**src/hdl/bdlp_pkg.sv**
```systemverilog
// ----------------------------------------------------------------------------
// bdlp_pkg: shared types and codes for the button debouncer
// Event codes, command codes, register indexes and the structs that travel
// between the per-button cells, the priority pick and the top level.
// ----------------------------------------------------------------------------
package bdlp_pkg;

  // Fixed field widths.
  localparam int LEVEL_W = 5;
  localparam int KIND_W  = 3;
  localparam int BTN_W   = 3;
  localparam int HELD_W  = 16;
  localparam int CMD_W   = 3;
  localparam int CFG_W   = 16;

  // Event kinds.
  localparam logic [KIND_W-1:0] EV_NONE   = 3'd0;
  localparam logic [KIND_W-1:0] EV_CLICK  = 3'd1;
  localparam logic [KIND_W-1:0] EV_LSTART = 3'd2;
  localparam logic [KIND_W-1:0] EV_LHOLD  = 3'd3;
  localparam logic [KIND_W-1:0] EV_LSTOP  = 3'd4;

  // Commands.
  localparam logic [CMD_W-1:0] CMD_NONE  = 3'd0;
  localparam logic [CMD_W-1:0] CMD_MODE  = 3'd1;
  localparam logic [CMD_W-1:0] CMD_SET   = 3'd2;
  localparam logic [CMD_W-1:0] CMD_UP    = 3'd3;
  localparam logic [CMD_W-1:0] CMD_DOWN  = 3'd4;
  localparam logic [CMD_W-1:0] CMD_STOP5 = 3'd5;
  localparam logic [CMD_W-1:0] CMD_NAP   = 3'd6;

  // Button positions.
  localparam logic [4:0] BTN_TOP   = 5'd0;
  localparam logic [4:0] BTN_UP    = 5'd1;
  localparam logic [4:0] BTN_DOWN  = 5'd2;
  localparam logic [4:0] BTN_LEFT  = 5'd3;
  localparam logic [4:0] BTN_RIGHT = 5'd4;

  // Register indexes.
  localparam logic REG_DEBOUNCE = 1'b0;
  localparam logic REG_LONG     = 1'b1;

  // Reset values of the registers.
  localparam logic [CFG_W-1:0] DEBOUNCE_RST = 16'd50;
  localparam logic [CFG_W-1:0] LONG_RST     = 16'd1000;

  typedef struct packed {
    logic [CFG_W-1:0] debounce_ms;
    logic [CFG_W-1:0] long_press_ms;
  } bdlp_cfg_t;

  typedef struct packed {
    logic [KIND_W-1:0] kind;
    logic [HELD_W-1:0] held;
  } bdlp_ev_t;

  typedef struct packed {
    logic [KIND_W-1:0] kind;
    logic [BTN_W-1:0]  button;
    logic [HELD_W-1:0] held;
    logic [CMD_W-1:0]  command;
  } bdlp_res_t;

  // Command for an event on a given button index.
  function automatic logic [CMD_W-1:0] map_cmd(input logic [KIND_W-1:0] kind,
                                               input logic [4:0] btn);
    logic [CMD_W-1:0] cmd;
    cmd = CMD_NONE;
    if (kind == EV_CLICK) begin
      case (btn)
        BTN_TOP:   cmd = CMD_STOP5;
        BTN_UP:    cmd = CMD_UP;
        BTN_DOWN:  cmd = CMD_DOWN;
        BTN_LEFT:  cmd = CMD_MODE;
        BTN_RIGHT: cmd = CMD_SET;
        default:   cmd = CMD_NONE;
      endcase
    end else if (kind == EV_LSTART && btn == BTN_TOP) begin
      cmd = CMD_NAP;
    end
    return cmd;
  endfunction

endpackage

```
**src/hdl/bdlp_button.sv**
```systemverilog
// ----------------------------------------------------------------------------
// bdlp_button: one button's debounce and press tracking
// Holds the previous raw level, the debounced level, the long-press flag and
// the quiet timer, and derives this tick's event from them.
// ----------------------------------------------------------------------------
module bdlp_button
  import bdlp_pkg::*;
#(
  parameter int TIMER_BITS = 16
) (
  input  logic      clk,
  input  logic      rst_n,
  input  logic      adv,
  input  logic      raw,
  input  bdlp_cfg_t cfg,
  output bdlp_ev_t  ev
);

  localparam int CW = (TIMER_BITS > CFG_W) ? TIMER_BITS : CFG_W;
  localparam logic [TIMER_BITS-1:0] TMAX = {TIMER_BITS{1'b1}};

  logic                  raw_prev_r;
  logic                  stable_r, stable_nxt;
  logic                  long_r, long_nxt;
  logic [TIMER_BITS-1:0] timer_r, timer_nxt;
  logic [CW-1:0]         timer_wide;
  logic                  was_pressed, is_pressed;

  // Quiet timer restarts on a raw change and saturates at its maximum.
  always_comb begin
    if (raw != raw_prev_r) begin
      timer_nxt = '0;
    end else if (timer_r != TMAX) begin
      timer_nxt = timer_r + 1'b1;
    end else begin
      timer_nxt = timer_r;
    end
  end

  assign timer_wide = CW'(timer_nxt);
  assign stable_nxt = (timer_wide > CW'(cfg.debounce_ms)) ? raw : stable_r;
  assign was_pressed = !stable_r;
  assign is_pressed  = !stable_nxt;

  // Event rules from the old and new debounced levels.
  always_comb begin
    long_nxt = long_r;
    ev.kind  = EV_NONE;
    if (was_pressed && !is_pressed) begin
      if (long_r) begin
        long_nxt = 1'b0;
        ev.kind  = EV_LSTOP;
      end else begin
        ev.kind  = EV_CLICK;
      end
    end else if (is_pressed && (timer_wide > CW'(cfg.long_press_ms))) begin
      long_nxt = 1'b1;
      ev.kind  = long_r ? EV_LHOLD : EV_LSTART;
    end
    ev.held = (ev.kind == EV_LHOLD || ev.kind == EV_LSTOP) ?
              timer_wide[HELD_W-1:0] : '0;
  end

  // State advances when the tick word moves to the result register.
  always_ff @(posedge clk) begin
    if (!rst_n) begin
      raw_prev_r <= 1'b1;
      stable_r   <= 1'b1;
      long_r     <= 1'b0;
      timer_r    <= '0;
    end else if (adv) begin
      raw_prev_r <= raw;
      stable_r   <= stable_nxt;
      long_r     <= long_nxt;
      timer_r    <= timer_nxt;
    end
  end

endmodule

```
**src/hdl/bdlp_pick.sv**
```systemverilog
// ----------------------------------------------------------------------------
// bdlp_pick: priority selection of the reported event
// The highest-numbered button with an event wins; its command is mapped.
// ----------------------------------------------------------------------------
module bdlp_pick
  import bdlp_pkg::*;
#(
  parameter int NUM_BUTTONS = 5
) (
  input  bdlp_ev_t  ev [NUM_BUTTONS],
  output bdlp_res_t res
);

  logic [KIND_W-1:0] kind;
  logic [HELD_W-1:0] held;
  logic [4:0]        win;

  // Later buttons override earlier ones.
  always_comb begin
    kind = EV_NONE;
    held = '0;
    win  = '0;
    for (int i = 0; i < NUM_BUTTONS; i++) begin
      if (ev[i].kind != EV_NONE) begin
        kind = ev[i].kind;
        held = ev[i].held;
        win  = 5'(i);
      end
    end
  end

  assign res.kind    = kind;
  assign res.button  = win[BTN_W-1:0];
  assign res.held    = held;
  assign res.command = map_cmd(kind, win);

endmodule

```
**src/hdl/button_debounce_long_press.sv**
```systemverilog
// ----------------------------------------------------------------------------
// button_debounce_long_press: debouncer with click and long-press events
// Timing: a tick word moves from the input register to the result register
// when the result register is free or taken. Throughput: one tick word per
// cycle unless out_stall holds the result; the per-button timer update and
// the priority pick run in one pass between the input and result registers.
// Reset (synchronous, rst_n low): buttons released, timers and long flags
// cleared, debounce_ms 50 and long_press_ms 1000, both registers empty.
// ----------------------------------------------------------------------------
module button_debounce_long_press
  import bdlp_pkg::*;
#(
  parameter int NUM_BUTTONS = 5,
  parameter int TIMER_BITS  = 16
) (
  input  logic               clk,
  input  logic               rst_n,
  input  logic               in_valid,
  output logic               in_stall,
  input  logic [LEVEL_W-1:0] in_levels,
  output logic               out_valid,
  input  logic               out_stall,
  output logic [KIND_W-1:0]  out_event_kind,
  output logic [BTN_W-1:0]   out_button,
  output logic [HELD_W-1:0]  out_held_time,
  output logic [CMD_W-1:0]   out_command,
  input  logic               cfg_we,
  input  logic               cfg_index,
  input  logic [CFG_W-1:0]   cfg_wdata
);

  bdlp_cfg_t          cfg_r;
  logic               s1_valid_r;
  logic [LEVEL_W-1:0] s1_levels_r;
  logic               out_valid_r;
  bdlp_res_t          res, res_r;
  bdlp_ev_t           ev [NUM_BUTTONS];
  logic               in_acc, adv;

  // Handshake: the input register moves on when the result register frees.
  assign adv      = s1_valid_r && (!out_valid_r || !out_stall);
  assign in_stall = s1_valid_r && !adv;
  assign in_acc   = in_valid && !in_stall;

  // Configuration registers.
  always_ff @(posedge clk) begin
    if (!rst_n) begin
      cfg_r.debounce_ms   <= DEBOUNCE_RST;
      cfg_r.long_press_ms <= LONG_RST;
    end else if (cfg_we) begin
      case (cfg_index)
        REG_DEBOUNCE: cfg_r.debounce_ms   <= cfg_wdata;
        REG_LONG:     cfg_r.long_press_ms <= cfg_wdata;
        default:      cfg_r               <= cfg_r;
      endcase
    end
  end

  // Input register.
  always_ff @(posedge clk) begin
    if (!rst_n) begin
      s1_valid_r <= 1'b0;
    end else if (in_acc) begin
      s1_valid_r <= 1'b1;
    end else if (adv) begin
      s1_valid_r <= 1'b0;
    end
  end

  always_ff @(posedge clk) begin
    if (in_acc) begin
      s1_levels_r <= in_levels;
    end
  end

  // Per-button cells; buttons past the levels field read as pressed.
  for (genvar i = 0; i < NUM_BUTTONS; i++) begin : g_btn
    logic raw;
    if (i < LEVEL_W) begin : g_pin
      assign raw = s1_levels_r[i];
    end else begin : g_none
      assign raw = 1'b0;
    end
    bdlp_button #(.TIMER_BITS(TIMER_BITS)) u_btn (
      .clk  (clk),
      .rst_n(rst_n),
      .adv  (adv),
      .raw  (raw),
      .cfg  (cfg_r),
      .ev   (ev[i])
    );
  end

  bdlp_pick #(.NUM_BUTTONS(NUM_BUTTONS)) u_pick (
    .ev (ev),
    .res(res)
  );

  // Result register.
  always_ff @(posedge clk) begin
    if (!rst_n) begin
      out_valid_r <= 1'b0;
    end else if (adv) begin
      out_valid_r <= 1'b1;
    end else if (!out_stall) begin
      out_valid_r <= 1'b0;
    end
  end

  always_ff @(posedge clk) begin
    if (adv) begin
      res_r <= res;
    end
  end

  assign out_valid      = out_valid_r;
  assign out_event_kind = res_r.kind;
  assign out_button     = res_r.button;
  assign out_held_time  = res_r.held;
  assign out_command    = res_r.command;

`ifndef ASSERT_OFF
  // An empty event carries no button, time or command.
  a_none_clean: assert property (@(posedge clk) disable iff (!rst_n)
    (out_valid_r && res_r.kind == EV_NONE) |->
      (res_r.button == '0 && res_r.held == '0 && res_r.command == CMD_NONE))
    else $error("empty event with nonzero payload");

  // Commands come only from clicks and long starts.
  a_cmd_kind: assert property (@(posedge clk) disable iff (!rst_n)
    (out_valid_r && res_r.command != CMD_NONE) |->
      (res_r.kind == EV_CLICK || res_r.kind == EV_LSTART))
    else $error("command on an event that maps to none");

  // A held time is reported only for hold or stop.
  a_held_kind: assert property (@(posedge clk) disable iff (!rst_n)
    (out_valid_r && res_r.held != '0) |->
      (res_r.kind == EV_LHOLD || res_r.kind == EV_LSTOP))
    else $error("held time on the wrong event");

  // A tick that advances always shows up as a result.
  a_adv_out: assert property (@(posedge clk) disable iff (!rst_n)
    adv |=> out_valid_r)
    else $error("advanced word missing from result register");

  // A waiting word is not dropped while the result is stalled.
  a_no_drop: assert property (@(posedge clk) disable iff (!rst_n)
    (s1_valid_r && out_valid_r && out_stall) |=> s1_valid_r)
    else $error("input word lost under stall");
`endif

endmodule
```
**config.mk**
```make
export PLATFORM = sky130hd
export DESIGN_NAME = button_debounce_long_press
export DESIGN_NICKNAME = d
export VERILOG_FILES = /design/src/hdl/bdlp_pkg.sv /design/src/hdl/bdlp_button.sv /design/src/hdl/bdlp_pick.sv /design/src/hdl/button_debounce_long_press.sv
export SDC_FILE = /design/constraint.sdc
export NUM_CORES = 1
export LEC_CHECK = 0
export BUFFER_PORTS_ARGS = -buffer_cell sky130_fd_sc_hd__buf_2
export CORE_ASPECT_RATIO = 1.4
export CORE_UTILIZATION = 45
export CTS_CLUSTER_SIZE = 10
export DETAILED_ROUTE_END_ITERATION = 10
export GPL_TIMING_DRIVEN = 0
export PLACE_DENSITY = 0.65
export SKIP_CTS_REPAIR_TIMING = 1
export SYNTH_ARGS = -nofsm -noshare
export SYNTH_HDL_FRONTEND = slang
export SYNTH_SLANG_ARGS = --single-unit
```
**constraint.sdc**
```tcl
create_clock -name clk -period 13.53 [get_ports clk]
set_input_delay 4.059 -clock clk [delete_from_list [all_inputs] [get_ports clk]]
set_output_delay 4.059 -clock clk [all_outputs]
set_load 0.03 [all_outputs]
```
=== After elaboration in Yosys (flattened, before gate mapping) ===
Index checks and enable logic that the tools add are counted.

* Bits in registers: 159
* Input port bits: 27
* Output and inout bits: 27
* Word-level logic and storage cells: 196

* $add $sub $neg: 5
* Order comparisons: 10
* Equal/unequal tests: 27
* Muxes and demuxes: 71
* Bitwise operators: 1
* Reduce and logical (&&, ||, !) cells: 53

{| class="wikitable"
|+ Operators with widths
! operator !! count
|-
| 16-bit two-way mux || 20
|-
| 16-bit greater-than comparator || 10
|-
| 16-bit by 1-bit adder with 16-bit output (second input constant) || 5
|-
| 16-bit != test (second input constant) || 5
|-
| 3-bit two-way mux || 23
|-
| 1-bit two-way mux || 25
|-
| 3-bit by 2-bit equality test with 1-bit output (second input constant) || 8
|-
| 3-bit equality test (second input constant) || 6
|-
| 3-bit one-hot mux with 5 select lines || 1
|-
| 3-bit nonzero test || 5
|-
| 1-bit logical AND || 14
|-
| 1-bit zero test || 14
|-
| 2-bit AND reduction || 7
|-
| 2-bit nonzero test || 6
|-
| 3-bit by 1-bit equality test with 1-bit output (second input constant) || 2
|-
| 1-bit logical OR || 6
|-
| 5-bit zero test || 1
|-
| 1-bit != test || 5
|-
| 2-bit two-way mux || 2
|-
| 2-bit by 1-bit != test with 1-bit output (second input constant) || 1
|-
| 1-bit NOT || 1
|}

=== Logic depth before layout (Yosys ltp) ===
Gate-level depths: netlist of the first run.

* Depth after elaboration: 19
* Gate-level depth with buffers: 22
* Depth with buffers taken out: 20

=== Cells and area by module ===
Synthesis of the first run repeated with hierarchy kept, for this count alone.

* Cells, all modules: 1967
* Area total of the unflattened synthesis: 15170.8 um^2

{| class="wikitable"
|+ By module, submodules not included
! module !! times used !! cells each !! area an instance (um^2)
|-
| bdlp_button at g_btn[1].u_btn ... || 2 || 341 || 2496.1
|-
| bdlp_button at g_btn[0].u_btn ... || 2 || 318 || 2338.5
|-
| bdlp_button at g_btn[4].u_btn || 1 || 340 || 2448.6
|-
| button_debounce_long_press || 1 || 172 || 2225.9
|-
| bdlp_pick || 1 || 137 || 827.0
|}

=== Worst setup path after synthesis of the first run ===
No wires, ideal clock.

* Path kind: input -> output
* Start point: input port out_stall
* End point: output port in_stall
* Data arrival time: 4.410 ns
* Slack: 5.061 ns
* Stages on the path: 1
* Buffers on the path: 0
* Cell sequence: and3_1

* Cells in the longest elaborated chain, start to end: 5

{| class="wikitable"
|+ Ends and longest elaborated chain
! item !! RTL line !! text
|-
| start: declaration || button_debounce_long_press.sv:22 || <nowiki>input logic out_stall,</nowiki>
|-
| 1-bit zero test || -- ||
|-
| 1-bit logical OR || button_debounce_long_press.sv:41 || <nowiki>assign adv = s1_valid_r && (!out_valid_r || !out_stall);</nowiki>
|-
| 1-bit logical AND || button_debounce_long_press.sv:41 ||
|-
| 1-bit zero test || button_debounce_long_press.sv:42 || <nowiki>assign in_stall = s1_valid_r && !adv;</nowiki>
|-
| 1-bit logical AND || button_debounce_long_press.sv:42 ||
|-
| end: declaration || button_debounce_long_press.sv:19 || <nowiki>output logic in_stall,</nowiki>
|}

Every way passes these cells.

=== Final worst setup path of the first run ===
Same ends and word-level chain as after synthesis.

==> key figures, run 1 <==
Outcome
  • Status: finished, final reports clean

Setup path
  • Worst reg2reg path depth: 19
  • CP required: 9.47 ns
  • Critical path's largest stage delay: 0.21 ns
  • Most common cell type on the critical path: buf_2
  • Kind of end point of the critical path: primary output
  • Crit path max fanout: 3
  • Critical Path Start Type: input port
  • CP Class: in2out
  • CP max stage cell: buf_2
  • Worst EP arrival: 4.55 ns
  • Cell Chain, Critical Path: buf_2 -> and3_1 -> buf_2
  • Stages on worst setup path: 3
  • CP Buf/Inv Count: 2
  • Crit path max-delay family: buffers and inverters

Timing
  • Slew Limit Headroom: 30.8%
  • Achievable Freq: 0.116 GHz
  • RSZ-0062 raised after global routing: false
  • Max-slew violation count: 0
  • Final min period: 8.61 ns
  • Worst-margin pin slew: 1.03 ns
  • Final setup violation count: 0
  • Final number of hold-violating endpoints: 0
  • Fin Hold WS: 0.458 ns
  • Crit share post-route: 63.6%
  • Setup TNS: 0 ns
  • Clock Skew: 0.0117 ns

Power
  • Static Leak: 5.51 nW
  • Total power draw: 0.00117 W
  • Maximum vdd drop: 0.0922 mV
  • Pwr per Cell Area: 85.1 mW/mm2

CTS
  • Skew-Pair Late Insertion Delay: 0.47 ns
  • CTS HTree Levels: 4
  • CTS sink count: 159
  • CTS buffer count: 17
  • Clock slew at reported path FFs: 0.07 ns
  • Clock buffer depth: 2
  • CTS tree: yes
  • Clock root cell: clkbuf_16

Place
  • Placer congestion estimate: 1.03
  • HPWL Detailed: 34300 um
  • DP Cell Count: 1992
  • Buffers on Ports: 53

Global route
  • Total track usage: 33.0%
  • Pin count of the biggest net entering global routing: 20
  • M3 GR Usage: 7.73%
  • Global route hottest layer: met2
  • Initial antenna violation count: 1
  • Met1 Resource Use GR: 37.5%
  • Gr ovfl total: 0
  • Grt met2 use: 53.5%
  • First-pass GRT wire length: 67800 um
  • Vias in the first global route: 11600

Die
  • FP Rows: 71
  • Die area: 0.0283 mm2
  • Num ports: 54
  • Initial Util: 46.0%
  • Placeable Area: 0.0270 mm2
  • Die X: 142 um
  • Die Ht: 199 um

Routing
  • DR vias: 12600
  • TritonRoute pass-1 iters: 9
  • WL/cell: 22.5 um
  • DRC viols: 0
  • Via density: 6.21
  • Final WL: 45500 um
  • Initial DRC Count: 1056
  • ANT nets after route: 0

Synthesis
  • Post-synthesis async set-or-reset flop share: 0%
  • Synth cell types: 104
  • Post-synthesis sequential area ratio: 28.0%
  • Ys Warns: 0
  • Mapped Nets: 1761
  • Synth Cell Area: 0.0124 mm2
  • Post-synthesis cell count: 1573
  • Flops & latches, synth: 159
  • Post-synth EDFFs: 30
  • Post-synth top flop: dfxtp_1
  • Mapped Avg Cell Area: 7.90 um2

Worst hold path
  • Hold crit path type: reg2reg
  • Hold Path Stages: 2

Layout
  • Commonest cells after routing, fill and taps aside: nand2_1 (276), a21oi_1 (184), ha_1 (161)
  • Post-route non-filler standard cell count: 2025
  • # fillers: 2668
  • Layout cell share with drive strength beyond 1: 8.44%
  • P&R area growth vs syn: 11.0%
  • Layout Nets: 1834
  • Commonest non-fill, non-tap cell in the layout: nand2_1

Run
  • Max_cap viols: 0
[metal layers]
metal / vias up / wire, um
met5: - / 13
met4: 2 / 3710
met3: 204 / 3540
met2: 532 / 20800
met1: 5934 / 17400
li1: 5912 / -
[worst min-delay path: stages, from the launching register on]
cell and delay (ns):
dfxtp_1 0.31, nand2_1 0.05, a21oi_1 0.05
[final cells by class]
cell class	instances	area, um2	share of cell area, %
Sequential cell	159	3480	25.3
Antenna cell	1	2.50	0.0181
Clock buffer	20	489	3.55
Tap cell	365	457	3.31
Clock inverter	12	129	0.934
Buffer	63	309	2.24
Timing Repair Buffer	54	293	2.12
Multi-Input combinational cell	1284	8380	60.7
Inverter	67	256	1.86
[synth_stat cells, types with 15 or more instances]
cell	count	share of area, %
nand2_1	276	8.3
a21oi_1	184	7.4
ha_1	161	16
nor2_1	130	3.9
dfxtp_1	129	21
inv_1	64	1.9
nand3_1	51	2.1
nand4_1	46	2.3
clkbuf_1	45	1.4
o21ai_0	38	1.5
nor3_1	35	1.4
xor2_1	31	2.2
edfxtp_1	30	7.3
o211ai_1	22	1.3
xnor2_1	20	1.4
o21a_1	16	0.97
nand2b_1	15	0.76
[sequential cells by signal, summed over array words and instances (netlist names)]
signal                  flops
g_btn.u_btn.timer_r        80
cfg_r                      32
out_held_time              16
g_btn.u_btn.long_r          5
g_btn.u_btn.raw_prev_r      5
g_btn.u_btn.stable_r        5
s1_levels_r                 5
out_button                  3
out_command                 3
out_event_kind              3
out_valid                   1
s1_valid_r                  1
[worst paths after layout]
kind | startpoint | to | slack (ns)
worst max-delay path | out_stall | in_stall | 4.92
worst min register to register | cfg_r[28]$_SDFFE_PN0P_ | cfg_r[28]$_SDFFE_PN0P_ | 0.46
worst max register to register | g_btn[2].u_btn.timer_r[0]$_SDFFE_PN0P_ | out_held_time[4]$_DFFE_PP_ | 6.88
worst min-delay path | cfg_r[28]$_SDFFE_PN0P_ | cfg_r[28]$_SDFFE_PN0P_ | 0.46
[through the flow]
stage	worst slack [ns]	instance area, um2	utilization, %
6_report	4.92	13800	51.1
5_1_grt	4.90	13800	51.1
4_1_cts	4.92	13800	51.1
3_5_place_dp	4.92	13200	48.8
3_3_place_gp	4.93	13100	48.7
2_1_floorplan	5.06	12400	-
[cell families after synthesis]
family	after synthesis	share of synthesized area (%)
and+or+nand+nor	643	24.1
AOI/OAI and AO/OA	418	22.5
adders and majority gates	162	16.3
DFF	159	28.0
buffers and inverters	130	4.54
xor gates and xnor gates	52	3.73
muxes	9	0.755
[power by group]
part / switching (W) / internal, W / total (W)
clock network: 0.000232 / 0.000287 / 0.000519
registers: 0.00000947 / 0.000493 / 0.000503
logic: 0.000110 / 0.0000425 / 0.000152
total: 0.000352 / 0.000823 / 0.00117
Note: power is estimated with default switching activity, not from simulation.
==> run 2, diff against run 1 <==
PLACE_DENSITY = 0.68   (was 0.65)
clock period = 7.9 ns   (was 13.53 ns; I/O delays follow)
==> key figures, run 2 (synthesis gave the netlist of run 1 again) <==
Power
  • Pint: 0.00134 W (+63%)
  • Clock share of power: 41.9% (-2.3 points)
  • Pwr per Cell Area: 141 mW/mm2 (+65%)
  • Switching share of total power: 30.5% (+0.53 points)
  • Reg power frac: 44.6% (+1.8 points)
  • Combinational share of power: 13.4% (+0.4 points)
  • Static Leak: 5.48 nW (-0.58%)
  • Maximum vdd drop: 0.150 mV (+63%)
  • P_sw: 0.000588 W (+67%)

Outcome
  • Status: finished, final reports clean

Timing
  • Achievable Freq: 0.151 GHz
  • Max-slew violation count: 0 (unchanged)
  • Crit share post-route: 83.6%
  • Slew Limit Headroom: 24.9% (-5.9 points)
  • Final number of hold-violating endpoints: 0 (unchanged)
  • Final min period: 6.60 ns
  • Clock Skew: 0.0137 ns (+0.00197 ns)
  • RSZ-0062 raised after global routing: false
  • Setup TNS: 0 ns (unchanged)
  • Final setup violation count: 0 (unchanged)
  • Worst-margin pin slew: 1.12 ns (+0.0862 ns)

Routing
  • Via density: 6.16 (-0.86%)
  • DRC viols: 0 (unchanged)
  • DR vias: 12500 (-0.81%)
  • WL/cell: 22.1 um (-1.6%)
  • ANT nets after route: 0 (unchanged)
  • Final WL: 44800 um (-1.5%)
  • Initial DRC Count: 982 (-7.0%)
  • TritonRoute pass-1 iters: 6 (-3)

Layout
  • Commonest cells after routing, fill and taps aside: nand2_1 (276), a21oi_1 (184), ha_1 (161)
  • Final core utilization: 50.9% (-0.23 points)
  • Most flop-heavy register: g_btn.u_btn.timer_r
  • Commonest non-fill, non-tap cell in the layout: nand2_1
  • Max FFs per register: 80 (unchanged)
  • P&R area growth vs syn: 10.5%
  • Layout Nets: 1834 (unchanged)
  • Layout cell share with drive strength beyond 1: 8.44% (unchanged)

CTS
  • CTS sink count: 159 (unchanged)
  • Skew-Pair Late Insertion Delay: 0.47 ns (about the same)
  • Clock slew at reported path FFs: 0.07 ns (about the same)
  • CTS tree: yes
  • CTS buffer count: 17 (unchanged)
  • Clock root cell: clkbuf_16
  • Clock buffer depth: 2 (unchanged)
  • CTS HTree Levels: 4 (unchanged)

Global route
  • Total track usage: 32.6% (-0.42 points)
  • Gr ovfl total: 0 (unchanged)
  • First-pass GRT wire length: 67200 um (-1.0%)
  • Vias in the first global route: 11600 (+0.017%)
  • Pin count of the biggest net entering global routing: 20 (unchanged)
  • Initial antenna violation count: 2 (+1)

Setup path
  • CP Class: reg2reg
  • CP required: 8.08 ns (-1.39 ns)
  • Worst EP arrival: 6.78 ns (+2.23 ns)
  • Critical Path Start Type: register
  • Crit path max fanout: 10 (+7)
  • Kind of end point of the critical path: register

Die
  • Placeable Area: 0.0270 mm2 (unchanged)
  • Die Ht: 199 um (unchanged)
  • Die area: 0.0283 mm2 (unchanged)
  • Num ports: 54 (unchanged)
  • Initial Util: 46.0% (unchanged)
  • FP Rows: 71 (unchanged)
  • Die X: 142 um (unchanged)

Run
  • Max_cap viols: 0 (unchanged)

Place
  • HPWL Detailed: 34200 um (-0.52%)
  • Buffers on Ports: 53 (unchanged)
  • Placer congestion estimate: 0.998 (-3.2%)

Worst hold path
  • Hold crit path type: reg2reg
-- run 2: changes by cell type in the layout (fill, tap and decap cells not counted), sizes merged --
cell / change
clkbuf: -1
inv: -3
diode: +1
clkinv: +4
clkinvlp: +1
bufinv: -1
-- run 2: through the flow --
stage / setup WS, ns / area [um2] / hold slack (ns) / power (W) / instances
3_5_place_dp: 1.46 / 13200 / 0.447 / 0.00113 / 1992
6_report: 1.30 / 13700 / 0.458 / 0.00193 / 2026
3_3_place_gp: 1.53 / 13100 / 0.444 / 0.00112 / 1991
4_1_cts: 1.44 / 13700 / 0.456 / 0.00193 / 2024
2_1_floorplan: 2.81 / 12400 / 0.436 / 0.00103 / 1573
5_1_grt: 0.780 / 13700 / 0.476 / 0.00199 / 2024
-- run 2: power groups by stage --
stage                     Sequential [W]  Clock [W]  Combinational (W)
after global routing            0.000862   0.000848           0.000280
after global placement          0.000878          0           0.000245
after detailed placement        0.000879          0           0.000252
after CTS                       0.000861   0.000817           0.000253
after floorplan                 0.000884          0           0.000147
final                           0.000861   0.000809           0.000259
-- run 2: area by class of cell --
class | instances | area (um2)
Fill cell | 2689 | 13300
Multi-Input combinational cell | 1284 | 8380
Sequential cell | 159 | 3480
Tap cell | 365 | 457
Clock buffer | 19 | 453
Buffer | 63 | 309
Timing Repair Buffer | 54 | 293
Inverter | 67 | 256
Clock inverter | 13 | 101
Antenna cell | 2 | 5.00
-- run 2: worst max-delay path, stage by stage (launching register included) --
cell and delay, ns:
dfxtp_1 0.42, ha_1 0.21, nand3_1 0.10, nor4_1 0.80
nand4_1 0.51, nand2b_1 0.32, o21ai_0 0.10, a21oi_1 0.48
ha_1 0.21, nand2_1 0.07, nor4_1 0.42, o21ai_0 0.22
a31oi_2 0.52, a21oi_1 0.17, o2bb2ai_2 0.47, nor3_1 0.27
and2_4 0.26, buf_6 0.14, a222oi_1 0.44, o31ai_1 0.18
-- run 2: metal layers --
metal  global-route usage [%]  vias up  part of all wire [%]
li1                         -     5920                     -
met1                     36.1     5858                    38
met2                     53.7      514                    46
met3                     7.22      188                   7.1
met4                     26.2        2                   8.3
met5                        0        -                 0.022
-- run 2: final timing paths --
path / slack, ns / cells past startpoint / end / from
max: 1.30 / 19 / out_held_time[5]$_DFFE_PP_ / g_btn[2].u_btn.timer_r[0]$_SDFFE_PN0P_
min: 0.46 / 2 / cfg_r[4]$_SDFFE_PN0P_ / cfg_r[4]$_SDFFE_PN0P_
max reg2reg: 1.30 / 19 / out_held_time[5]$_DFFE_PP_ / g_btn[2].u_btn.timer_r[0]$_SDFFE_PN0P_
min reg2reg: 0.46 / 2 / cfg_r[4]$_SDFFE_PN0P_ / cfg_r[4]$_SDFFE_PN0P_
